[src/rtl/core/tmwd_pkg.sv]
// Shared widths, reset values, compass codes and lane control type for the wall detector.
`timescale 1ns / 1ps

package tmwd_pkg;

	localparam int DIST_W      = 10;
	localparam int HEAD_W      = 4;
	localparam int SAMPLES_DEF = 5;
	localparam int LANES       = 3;
	localparam int DATA_IN_W   = 40;
	localparam int DATA_OUT_W  = 40;

	localparam logic [DIST_W-1:0] THR_RESET = 10'd17;
	localparam logic [DIST_W-1:0] DIST_MAX  = 10'h3FF;

	localparam logic [HEAD_W-1:0] DIR_N = 4'd1;
	localparam logic [HEAD_W-1:0] DIR_E = 4'd2;
	localparam logic [HEAD_W-1:0] DIR_S = 4'd4;
	localparam logic [HEAD_W-1:0] DIR_W = 4'd8;

	localparam int LANE_L = 0;
	localparam int LANE_R = 1;
	localparam int LANE_F = 2;

	typedef struct packed {
		logic acc_en;
		logic last;
		logic en1;
		logic en2;
		logic en3;
	} tmwd_ctrl_t;

endpackage

[src/rtl/core/tmwd_lane.sv]
// One sensor lane: running sum/max/min and the trimmed mean divider pipeline.
`timescale 1ns / 1ps

module tmwd_lane #(
	parameter int SAMPLES_PER_CHECK = tmwd_pkg::SAMPLES_DEF
) (
	input  logic                        clk,
	input  logic                        arst_n,
	input  tmwd_pkg::tmwd_ctrl_t        ctrl,
	input  logic [tmwd_pkg::DIST_W-1:0] sample,
	output logic [tmwd_pkg::DIST_W-1:0] dist_s3
);
	import tmwd_pkg::*;

	localparam int SUM_W  = $clog2(SAMPLES_PER_CHECK * 1023 + 1);
	localparam int DIV    = SAMPLES_PER_CHECK - 2;
	localparam int K      = SUM_W + 1;
	localparam int M_W    = K + 1;
	localparam int PROD_W = SUM_W + M_W;
	localparam logic [M_W-1:0]   RECIP   = M_W'((2 ** K) / DIV);
	localparam logic [SUM_W-1:0] DIV_V   = SUM_W'(DIV);

	logic [SUM_W-1:0]  sum_q;
	logic [DIST_W-1:0] max_q;
	logic [DIST_W-1:0] min_q;
	logic [SUM_W-1:0]  sum_nx;
	logic [DIST_W-1:0] max_nx;
	logic [DIST_W-1:0] min_nx;
	logic [SUM_W-1:0]  rest_s1;
	logic [SUM_W-1:0]  rest_s2;
	logic [PROD_W-1:0] prod_s2;
	logic [DIST_W-1:0] q0;
	logic [SUM_W-1:0]  rem;

	assign sum_nx = sum_q + SUM_W'(sample);
	assign max_nx = (sample > max_q) ? sample : max_q;
	assign min_nx = (sample < min_q) ? sample : min_q;

	always_ff @(posedge clk or negedge arst_n) begin
		if (!arst_n) begin
			sum_q <= '0;
			max_q <= '0;
			min_q <= DIST_MAX;
		end else if (ctrl.acc_en) begin
			if (ctrl.last) begin
				sum_q <= '0;
				max_q <= '0;
				min_q <= DIST_MAX;
			end else begin
				sum_q <= sum_nx;
				max_q <= max_nx;
				min_q <= min_nx;
			end
		end
	end

	always_ff @(posedge clk) begin
		if (ctrl.en1) begin
			rest_s1 <= sum_nx - SUM_W'(max_nx) - SUM_W'(min_nx);
		end
		if (ctrl.en2) begin
			rest_s2 <= rest_s1;
			prod_s2 <= PROD_W'(rest_s1) * PROD_W'(RECIP);
		end
		if (ctrl.en3) begin
			dist_s3 <= q0 + DIST_W'(rem >= DIV_V);
		end
	end

	// reciprocal estimate is exact or one low
	assign q0  = prod_s2[K +: DIST_W];
	assign rem = rest_s2 - SUM_W'(SUM_W'(q0) * DIV_V);

endmodule

[src/rtl/core/tmwd_merge.sv]
// Threshold register, compass mapping of the lane results and the output register.
`timescale 1ns / 1ps

module tmwd_merge (
	input  logic                            clk,
	input  logic                            arst_n,
	input  logic                            cfg_we,
	input  logic [tmwd_pkg::DIST_W-1:0]     cfg_wdata,
	input  logic                            valid_s3,
	input  logic [tmwd_pkg::HEAD_W-1:0]     heading_s3,
	input  logic [tmwd_pkg::DIST_W-1:0]     dist_s3 [tmwd_pkg::LANES],
	output logic                            m_tvalid,
	input  logic                            m_tready,
	output logic [tmwd_pkg::DATA_OUT_W-1:0] m_tdata
);
	import tmwd_pkg::*;

	logic [DIST_W-1:0] thr_q;
	logic              lw;
	logic              rw;
	logic              fw;
	logic [HEAD_W-1:0] walls;
	logic              rdy4;

	always_ff @(posedge clk or negedge arst_n) begin
		if (!arst_n) begin
			thr_q <= THR_RESET;
		end else if (cfg_we) begin
			thr_q <= cfg_wdata;
		end
	end

	assign lw = dist_s3[LANE_L] <= thr_q;
	assign rw = dist_s3[LANE_R] <= thr_q;
	assign fw = dist_s3[LANE_F] <= thr_q;

	always_comb begin
		case (heading_s3)
			DIR_N:   walls = (lw ? DIR_W : '0) | (rw ? DIR_E : '0) | (fw ? DIR_N : '0);
			DIR_E:   walls = (lw ? DIR_N : '0) | (rw ? DIR_S : '0) | (fw ? DIR_E : '0);
			DIR_S:   walls = (lw ? DIR_E : '0) | (rw ? DIR_W : '0) | (fw ? DIR_S : '0);
			DIR_W:   walls = (lw ? DIR_S : '0) | (rw ? DIR_N : '0) | (fw ? DIR_W : '0);
			default: walls = '0;
		endcase
	end

	assign rdy4 = !m_tvalid || m_tready;

	always_ff @(posedge clk or negedge arst_n) begin
		if (!arst_n) begin
			m_tvalid <= 1'b0;
		end else if (rdy4) begin
			m_tvalid <= valid_s3;
		end
	end

	always_ff @(posedge clk) begin
		if (rdy4 && valid_s3) begin
			m_tdata <= {6'd0, dist_s3[LANE_F], dist_s3[LANE_R], dist_s3[LANE_L], walls};
		end
	end

endmodule

[src/rtl/core/trimmed_mean_wall_detector.sv]
// Top level of the trimmed mean wall detector: round counter, lanes and merge.
//
// Usage:
//   s_* carries one reading per sensor plus the heading on every transfer.
//   Every SAMPLES_PER_CHECK-th transfer closes a group: each lane drops the
//   largest and smallest reading, divides the rest by SAMPLES_PER_CHECK-2
//   and m_* then presents one result with compass wall bits and distances.
//   Other transfers give no result. wall_threshold is written on cfg_we.
// Throughput: one input transfer per cycle, sustained while the output is not stalled.
// Pipeline: after the closing transfer a result passes the lane stages rest,
//   reciprocal multiply and correction, then the output register that drives m_tvalid.
// Reset: arst_n clears counters, accumulators, pipeline valids and sets
//   the threshold to 17; no clearing pass is needed.
// Stall: a held result waits in the output register; the three pipeline
//   stages fill behind it, and s_tready drops only for a closing transfer
//   that finds all stages full. Non-closing transfers are always taken.
`timescale 1ns / 1ps

module trimmed_mean_wall_detector #(
	parameter int SAMPLES_PER_CHECK = tmwd_pkg::SAMPLES_DEF
) (
	input  logic                            clk,
	input  logic                            arst_n,
	input  logic                            cfg_we,
	input  logic [tmwd_pkg::DIST_W-1:0]     cfg_wdata,
	input  logic                            s_tvalid,
	output logic                            s_tready,
	// left_sample[9:0], right_sample[19:10], front_sample[29:20], heading[33:30]
	input  logic [tmwd_pkg::DATA_IN_W-1:0]  s_tdata,
	output logic                            m_tvalid,
	input  logic                            m_tready,
	// cell_walls[3:0], left_distance[13:4], right_distance[23:14], front_distance[33:24]
	output logic [tmwd_pkg::DATA_OUT_W-1:0] m_tdata
);
	import tmwd_pkg::*;

	localparam int CNT_W = $clog2(SAMPLES_PER_CHECK);
	localparam logic [CNT_W-1:0] LAST_RND = CNT_W'(SAMPLES_PER_CHECK - 1);

	logic [CNT_W-1:0]  round_q;
	logic              last;
	logic              fire;
	logic              valid_s1;
	logic              valid_s2;
	logic              valid_s3;
	logic [HEAD_W-1:0] heading_s1;
	logic [HEAD_W-1:0] heading_s2;
	logic [HEAD_W-1:0] heading_s3;
	logic              rdy1;
	logic              rdy2;
	logic              rdy3;
	logic              rdy4;
	tmwd_ctrl_t        ctrl;
	logic [DIST_W-1:0] sample [LANES];
	logic [DIST_W-1:0] dist_s3 [LANES];

	assign last     = round_q == LAST_RND;
	assign rdy4     = !m_tvalid || m_tready;
	assign rdy3     = !valid_s3 || rdy4;
	assign rdy2     = !valid_s2 || rdy3;
	assign rdy1     = !valid_s1 || rdy2;
	assign s_tready = !last || rdy1;
	assign fire     = s_tvalid && s_tready;

	assign ctrl.acc_en = fire;
	assign ctrl.last   = last;
	assign ctrl.en1    = fire && last;
	assign ctrl.en2    = rdy2 && valid_s1;
	assign ctrl.en3    = rdy3 && valid_s2;

	always_ff @(posedge clk or negedge arst_n) begin
		if (!arst_n) begin
			round_q  <= '0;
			valid_s1 <= 1'b0;
			valid_s2 <= 1'b0;
			valid_s3 <= 1'b0;
		end else begin
			if (fire) begin
				round_q <= last ? '0 : round_q + CNT_W'(1);
			end
			if (rdy1) begin
				valid_s1 <= fire && last;
			end
			if (rdy2) begin
				valid_s2 <= valid_s1;
			end
			if (rdy3) begin
				valid_s3 <= valid_s2;
			end
		end
	end

	always_ff @(posedge clk) begin
		if (ctrl.en1) begin
			heading_s1 <= s_tdata[3*DIST_W +: HEAD_W];
		end
		if (ctrl.en2) begin
			heading_s2 <= heading_s1;
		end
		if (ctrl.en3) begin
			heading_s3 <= heading_s2;
		end
	end

	for (genvar i = 0; i < LANES; i++) begin : g_lane
		assign sample[i] = s_tdata[i*DIST_W +: DIST_W];

		tmwd_lane #(
			.SAMPLES_PER_CHECK(SAMPLES_PER_CHECK)
		) u_lane (
			.clk    (clk),
			.arst_n (arst_n),
			.ctrl   (ctrl),
			.sample (sample[i]),
			.dist_s3(dist_s3[i])
		);
	end

	tmwd_merge u_merge (
		.clk       (clk),
		.arst_n    (arst_n),
		.cfg_we    (cfg_we),
		.cfg_wdata (cfg_wdata),
		.valid_s3  (valid_s3),
		.heading_s3(heading_s3),
		.dist_s3   (dist_s3),
		.m_tvalid  (m_tvalid),
		.m_tready  (m_tready),
		.m_tdata   (m_tdata)
	);

endmodule

[config.mk]
export PLATFORM = sky130hd
export DESIGN_NAME = trimmed_mean_wall_detector
export DESIGN_NICKNAME = d
export VERILOG_FILES = /design/src/rtl/core/tmwd_pkg.sv /design/src/rtl/core/tmwd_lane.sv /design/src/rtl/core/tmwd_merge.sv /design/src/rtl/core/trimmed_mean_wall_detector.sv
export SDC_FILE = /design/constraint.sdc
export NUM_CORES = 1
export LEC_CHECK = 0
export BUFFER_PORTS_ARGS = -buffer_cell sky130_fd_sc_hd__buf_2
export CORE_ASPECT_RATIO = 1.2
export CORE_MARGIN = 2
export CORE_UTILIZATION = 55
export CTS_CLUSTER_SIZE = 10
export DETAILED_ROUTE_END_ITERATION = 10
export GPL_ROUTABILITY_DRIVEN = 0
export PLACE_DENSITY = 0.82
export SYNTH_ARGS = -nofsm -noshare
export SYNTH_HDL_FRONTEND = slang
export SYNTH_HIERARCHICAL = 1
export SYNTH_SLANG_ARGS = --single-unit
[constraint.sdc]
create_clock -name clk -period 12.2 [get_ports clk]
set_clock_uncertainty 0.2 [all_clocks]
set_input_delay 0 -clock clk [delete_from_list [all_inputs] [get_ports clk]]
set_output_delay 0 -clock clk [all_outputs]
set_load 0.01 [all_outputs]
# Word level (Yosys, flattened, before mapping)
# Index checks and enable logic that the tools add are counted.
[op_classes] add_sub_neg=16 n_mul=6 n_lt_le_gt_ge=12 n_eq_ne=5 n_mux=29 bitwise=8 reduce_logical=15
[ops] op="$mux W10" count=12
[ops] op="$sub A13 B10 Y13" count=6
[ops] op="$mul A13 B13 Y24 const B" count=3
[ops] op="$add A13 B10 Y13" count=3
[ops] op="$ge A13 B2 Y1 const B" count=3
[ops] op="$mux W13" count=3
[ops] op="$sub A13 B12 Y13" count=3
[ops] op="$mul A10 B2 Y12 const B" count=3
[ops] op="$or A4 B4 Y4" count=8
[ops] op="$add A10 B1 Y10" count=3
[ops] op="$gt A10 B10 Y1" count=3
[ops] op="$le A10 B10 Y1" count=3
[ops] op="$lt A10 B10 Y1" count=3
[ops] op="$pmux W4 S4" count=1
[ops] op="$mux W3" count=4
[ops] op="$mux W4" count=3
[ops] op="$mux W2" count=3
[ops] op="$logic_and A1 B1 Y1" count=5
[ops] op="$logic_not A1 Y1" count=5
[ops] op="$logic_or A1 B1 Y1" count=5
[ops] op="$eq A4 B1 Y1 const B" count=1
[ops] op="$eq A4 B2 Y1 const B" count=1
[ops] op="$eq A4 B3 Y1 const B" count=1
[ops] op="$eq A4 B4 Y1 const B" count=1
[ops] op="other kinds (3)" count=5
[totals] register_bits=342 input_bits=55 output_inout_bits=42 word_cells=122

# Longest topological paths before layout
[logic_depth] ltp_word=8 depth_mapped=22 depth_no_buf=21

# By module
# Netlist, hierarchy kept.
[by_module_without_submodules] module="tmwd_lane (g_lane[2].u_lane)" instances=1 cells_per_inst=756 area_each_um2=7892.6 seq_area_each_um2=2219.6
[by_module_without_submodules] module="tmwd_lane (g_lane[0].u_lane)" instances=1 cells_per_inst=736 area_each_um2=7888.8 seq_area_each_um2=2219.6
[by_module_without_submodules] module="tmwd_lane (g_lane[1].u_lane)" instances=1 cells_per_inst=728 area_each_um2=7674.9 seq_area_each_um2=2219.6
[by_module_without_submodules] module="tmwd_merge" instances=1 cells_per_inst=183 area_each_um2=2289.7 seq_area_each_um2=1298.7
[by_module_without_submodules] module="trimmed_mean_wall_detector" instances=1 cells_per_inst=47 area_each_um2=714.4 seq_area_each_um2=510.5

# Worst setup path after synthesis
# OpenSTA, ideal clock, no wires.
[synth_path] path_type="register -> register" startpoint="register g_lane[2].u_lane.rest_s1[1]" endpoint="register g_lane[2].u_lane.prod_s2[23] (data pin)" setup_time_ps=136 t_arrival_ps=4815 required_time_ps=11864 setup_slack_ps=7050 stages_incl_launch_ff=18 path_buffers=0 period_less_slack_ps=5150 cell_sequence="edfxtp_1 -> ha_1 -> inv_1 -> fa_1 -> fa_1 -> inv_1 -> fa_1 -> inv_1 -> fa_1 -> inv_1 -> ha_1 -> o211ai_1 -> o211ai_1 -> a211oi_2 -> o21ai_2 -> o41a_1 -> or4_1 -> nand3_1"
[synth_via] elab_chain_len=1
[synth_rtl] element="start, declared" line="tmwd_lane.sv:29" text="logic [SUM_W-1:0] rest_s1;"
[synth_rtl] element="start signal, assigned" line="tmwd_lane.sv:59" text="rest_s1 <= sum_nx - SUM_W'(max_nx) - SUM_W'(min_nx);"
[synth_rtl] element="$mul A13 B13 Y24" line="tmwd_lane.sv:63" text="prod_s2 <= PROD_W'(rest_s1) * PROD_W'(RECIP);"
[synth_rtl] element="end signal, assigned" line="tmwd_lane.sv:63"
[synth_rtl] element="end, declared" line="tmwd_lane.sv:31" text="logic [PROD_W-1:0] prod_s2;"
# Every way passes these cells.
# A chain may end at the register's enable or synchronous reset.

# Worst setup path after layout
[layout_path] startpoint="register g_lane[2].u_lane.rest_s1[3]" endpoint="register g_lane[2].u_lane.prod_s2[23] (data pin)"
# Same word-level chain as after synthesis.

==> flow_summary.json <==
{
  "diodes": 0,
  "first_pass_iters": 6,
  "cp.arrival_ps": 5810,
  "rrSetupSlack_ps": 6600,
  "cts.path.max_buffers": 3,
  "max-slew-margin-rel_pct": 26.49,
  "synth_edf_count": 184,
  "syn-instance-count": 2450,
  "start_kind": "flop",
  "antenna_found_initial": 0,
  "clkTransAtPathRegs_ps": 60,
  "yosysWarnings": 6,
  "post_drt_via_cell_ratio": 5.704,
  "drt-initial-drc-count": 1067,
  "wl_per_cell_um": 17.17,
  "holdCritPathClass": "primary input to flop",
  "reg2regPathDepth": 17,
  "ys_seq_area_share_pct": 32.00,
  "crit_buf_inv": 4,
  "io_buffers": 84,
  "postSynth.asyncResetShare_pct": 38.67,
  "required_ps": 12400,
  "holdPathStages": 2,
  "yosysUniqueCellTypes": 94,
  "cts.htree.levels": 2,
  "drc_errors": 0,
  "min_from": "s_tdata[31]",
  "clock_sinks": 300,
  "area_delta_synth_final_pct": 11.52,
  "gr-usage-all-layers_pct": 23.08,
  "grt_overflow_total": 0,
  "drv_cap": 0,
  "status": "completed",
  "period_needed_ps": 5605,
  "seq_area_mm2": 0.008468,
  "multi_input_area_mm2": 0.01614,
  "setup_viol": 0,
  "cp_cell_sequence": "ha_1, inv_1, fa_1, fa_1, inv_1, fa_1, inv_1, fa_1, inv_1, ha_1, nand3_1, o211ai_1, a211oi_2, o21ai_2, o41a_1, or4_1, nand3_1",
  "rsz0062_at_grt": "no",
  "drv_slew": 0,
  "max_stage_delay_ps": 540,
  "min_to": "heading_s1[1]",
  "endpoint_kind": "flop",
  "core_mm2": 0.04779,
  "root_buffer": "clkbuf_16",
  "r2r_start": "g_lane[2].u_lane/rest_s1[3]",
  "fp.dieH_um": 244.3,
  "first_global_vias": 20080,
  "grt_max_degree": 74,
  "critPathSlowestCell": "fa_1",
  "finalHoldViolations": 0,
  "die_area_mm2": 0.04989,
  "tightest_slew_ps": 1101,
  "via_count": 18740,
  "synth_flop_cell": "edfxtp_1",
  "path_max_fanout": 4,
  "hpwl_mm": 43.70,
  "die_w_um": 204.2,
  "r2r_end": "g_lane[2].u_lane/prod_s2[23]",
  "crit_family": "adder cells",
  "cts_resized": 0,
  "finalCritPeriodShare_pct": 45.94,
  "timing.fmax_ghz": 0.1784,
  "filler_cell_count": 3618,
  "grt_pass1_wl_mm": 94.19,
  "critical_path_class": "flop to flop",
  "start_util_pct": 55.37,
  "netlist_area_mm2": 0.02646,
  "detail-route-antenna-nets": 0,
  "row_count": 88,
  "cts_made_buffers": 37,
  "synth-seq-cells": 300,
  "io_pins": 97,
  "tritoncts": "built",
  "drive_gt1_share_pct": 8.471,
  "setup_tns_ps": 0,
  "syn_avg_cell_area_um2": 10.80,
  "clk_latency_ps": 550,
  "layout.nets": 3279,
  "wirelength_mm": 56.43
}
==> worst max-delay path by stage <==
| stage | start | end | slack [ps] | cells past startpoint |
|---|---|---|---|---|
| final | g_lane[2].u_lane/rest_s1[3] | g_lane[2].u_lane/prod_s2[23] | 6600 | 17 |
| after global routing | g_lane[2].u_lane/rest_s1[3] | g_lane[2].u_lane/prod_s2[23] | 6360 | 17 |
| after CTS | g_lane[2].u_lane/rest_s1[3] | g_lane[2].u_lane/prod_s2[23] | 6580 | 17 |
| after detailed placement | g_lane[2].u_lane/rest_s1[3] | g_lane[2].u_lane/prod_s2[23] | 6640 | 17 |
| after global placement | g_lane[2].u_lane/rest_s1[1] | g_lane[2].u_lane/prod_s2[23] | 6750 | 17 |
| after floorplan | g_lane[2].u_lane/rest_s1[1] | g_lane[2].u_lane/prod_s2[23] | 7050 | 17 |
==> layer usage <==
| layer | vias up | routed length [µm] | GRT usage, % |
|---|---|---|---|
| li1 | 8903 | - | - |
| met1 | 9150 | 22820 | 27.19 |
| met2 | 541 | 29150 | 42.30 |
| met3 | 148 | 2392 | 2.639 |
| met4 | 0 | 2068 | 9.655 |
| met5 | - | 0 | 0 |
==> sequential cells by signal, summed over array words and instances (netlist names), 10 cells and up <==
register and flops:
g_lane.u_lane/dist_s3 30, g_lane.u_lane/max_q 30, g_lane.u_lane/prod_s2 30, g_lane.u_lane/rest_s2 39, g_lane.u_lane/rest_s1 39, g_lane.u_lane/min_q 30
g_lane.u_lane/sum_q 39, u_merge/m_tdata 34, u_merge/thr_q 10
==> cells in the final DEF (no fill, tap or decap), types with 80 or more instances in the layout <==
master and n:
a21oi_1 85, o21ai_0 100, xnor2_1 95, inv_1 443, nor2_1 109, dfrtp_1 84
buf_2 83, dlygate4sd3_1 80, edfxtp_1 184, fa_1 189, ha_1 404
==> per-stage QoR <==
step	instance area, µm²	hold slack, ps	std cells	setup WS, ps	util (%)
after floorplan	26480	-495.6	2455	7050	-
after global placement	27550	-44.98	3141	6752	57.66
after detailed placement	27550	-35.58	3141	6636	57.66
after CTS	29510	2.406	3286	6583	61.75
after global routing	29510	28.89	3286	6360	61.75
final	29510	41.82	3286	6595	61.75
==> cells by family (layout without fill, tap and decap cells) <==
logic type	Yosys count	count (layout)	synth area share, %
fa+ha+maj	593	593	33.40
compound gates	513	513	14.06
buf+inv	481	682	7.102
other cells	1	6	0.01417
simple gates	391	391	7.476
flops	300	300	32.00
mux	45	45	1.768
xor+xnor	126	126	4.171
==> cell type report <==
| class | instances | area share (%) |
|---|---|---|
| inverter | 445 | 5.661 |
| tap | 630 | 2.671 |
| sequential | 300 | 28.70 |
| timing repair buffer | 173 | 4.444 |
| clock buffer | 59 | 3.562 |
| clock inverter | 5 | 0.2629 |
| multi-input combinational | 1674 | 54.70 |
==> what timing repair did <==
action | in CTS | in global routing
hold buffers | 81 | 0
buffers inserted | 0 | 0
hold endpoints to repair | 175 | 0
==> cell usage after synthesis, drive strengths merged, types with 11 or more instances <==
master / instances / area, µm²
nand2b: 22 / 137.6
fa: 189 / 3784
inv: 443 / 1663
a21o: 55 / 421.7
o31ai: 12 / 105.1
dfrtp: 84 / 2102
mux2i: 34 / 340.3
a22o: 51 / 446.7
nor3: 30 / 155.1
dfstp: 32 / 840.8
mux2: 11 / 127.6
o21ai: 107 / 546.8
and3: 12 / 75.07
xor2: 31 / 271.5
buf: 20 / 142.6
o211ai: 14 / 110.1
nor2b: 21 / 131.4
nand3: 34 / 170.2
and2: 12 / 76.33
o21bai: 13 / 97.59
nor2: 110 / 412.9
edfxtp: 184 / 5525
nand4: 25 / 156.4
nand2: 77 / 289.0
a21oi: 86 / 434.2
clkbuf: 15 / 56.30
xnor2: 95 / 832.1
o21a: 29 / 217.7
ha: 404 / 5055
a211oi: 24 / 200.2
o22a: 12 / 105.1
Power is left out: the tool's default activity adds up to more than one toggle a clock period on the data nets, which glitch-free logic cannot reach.
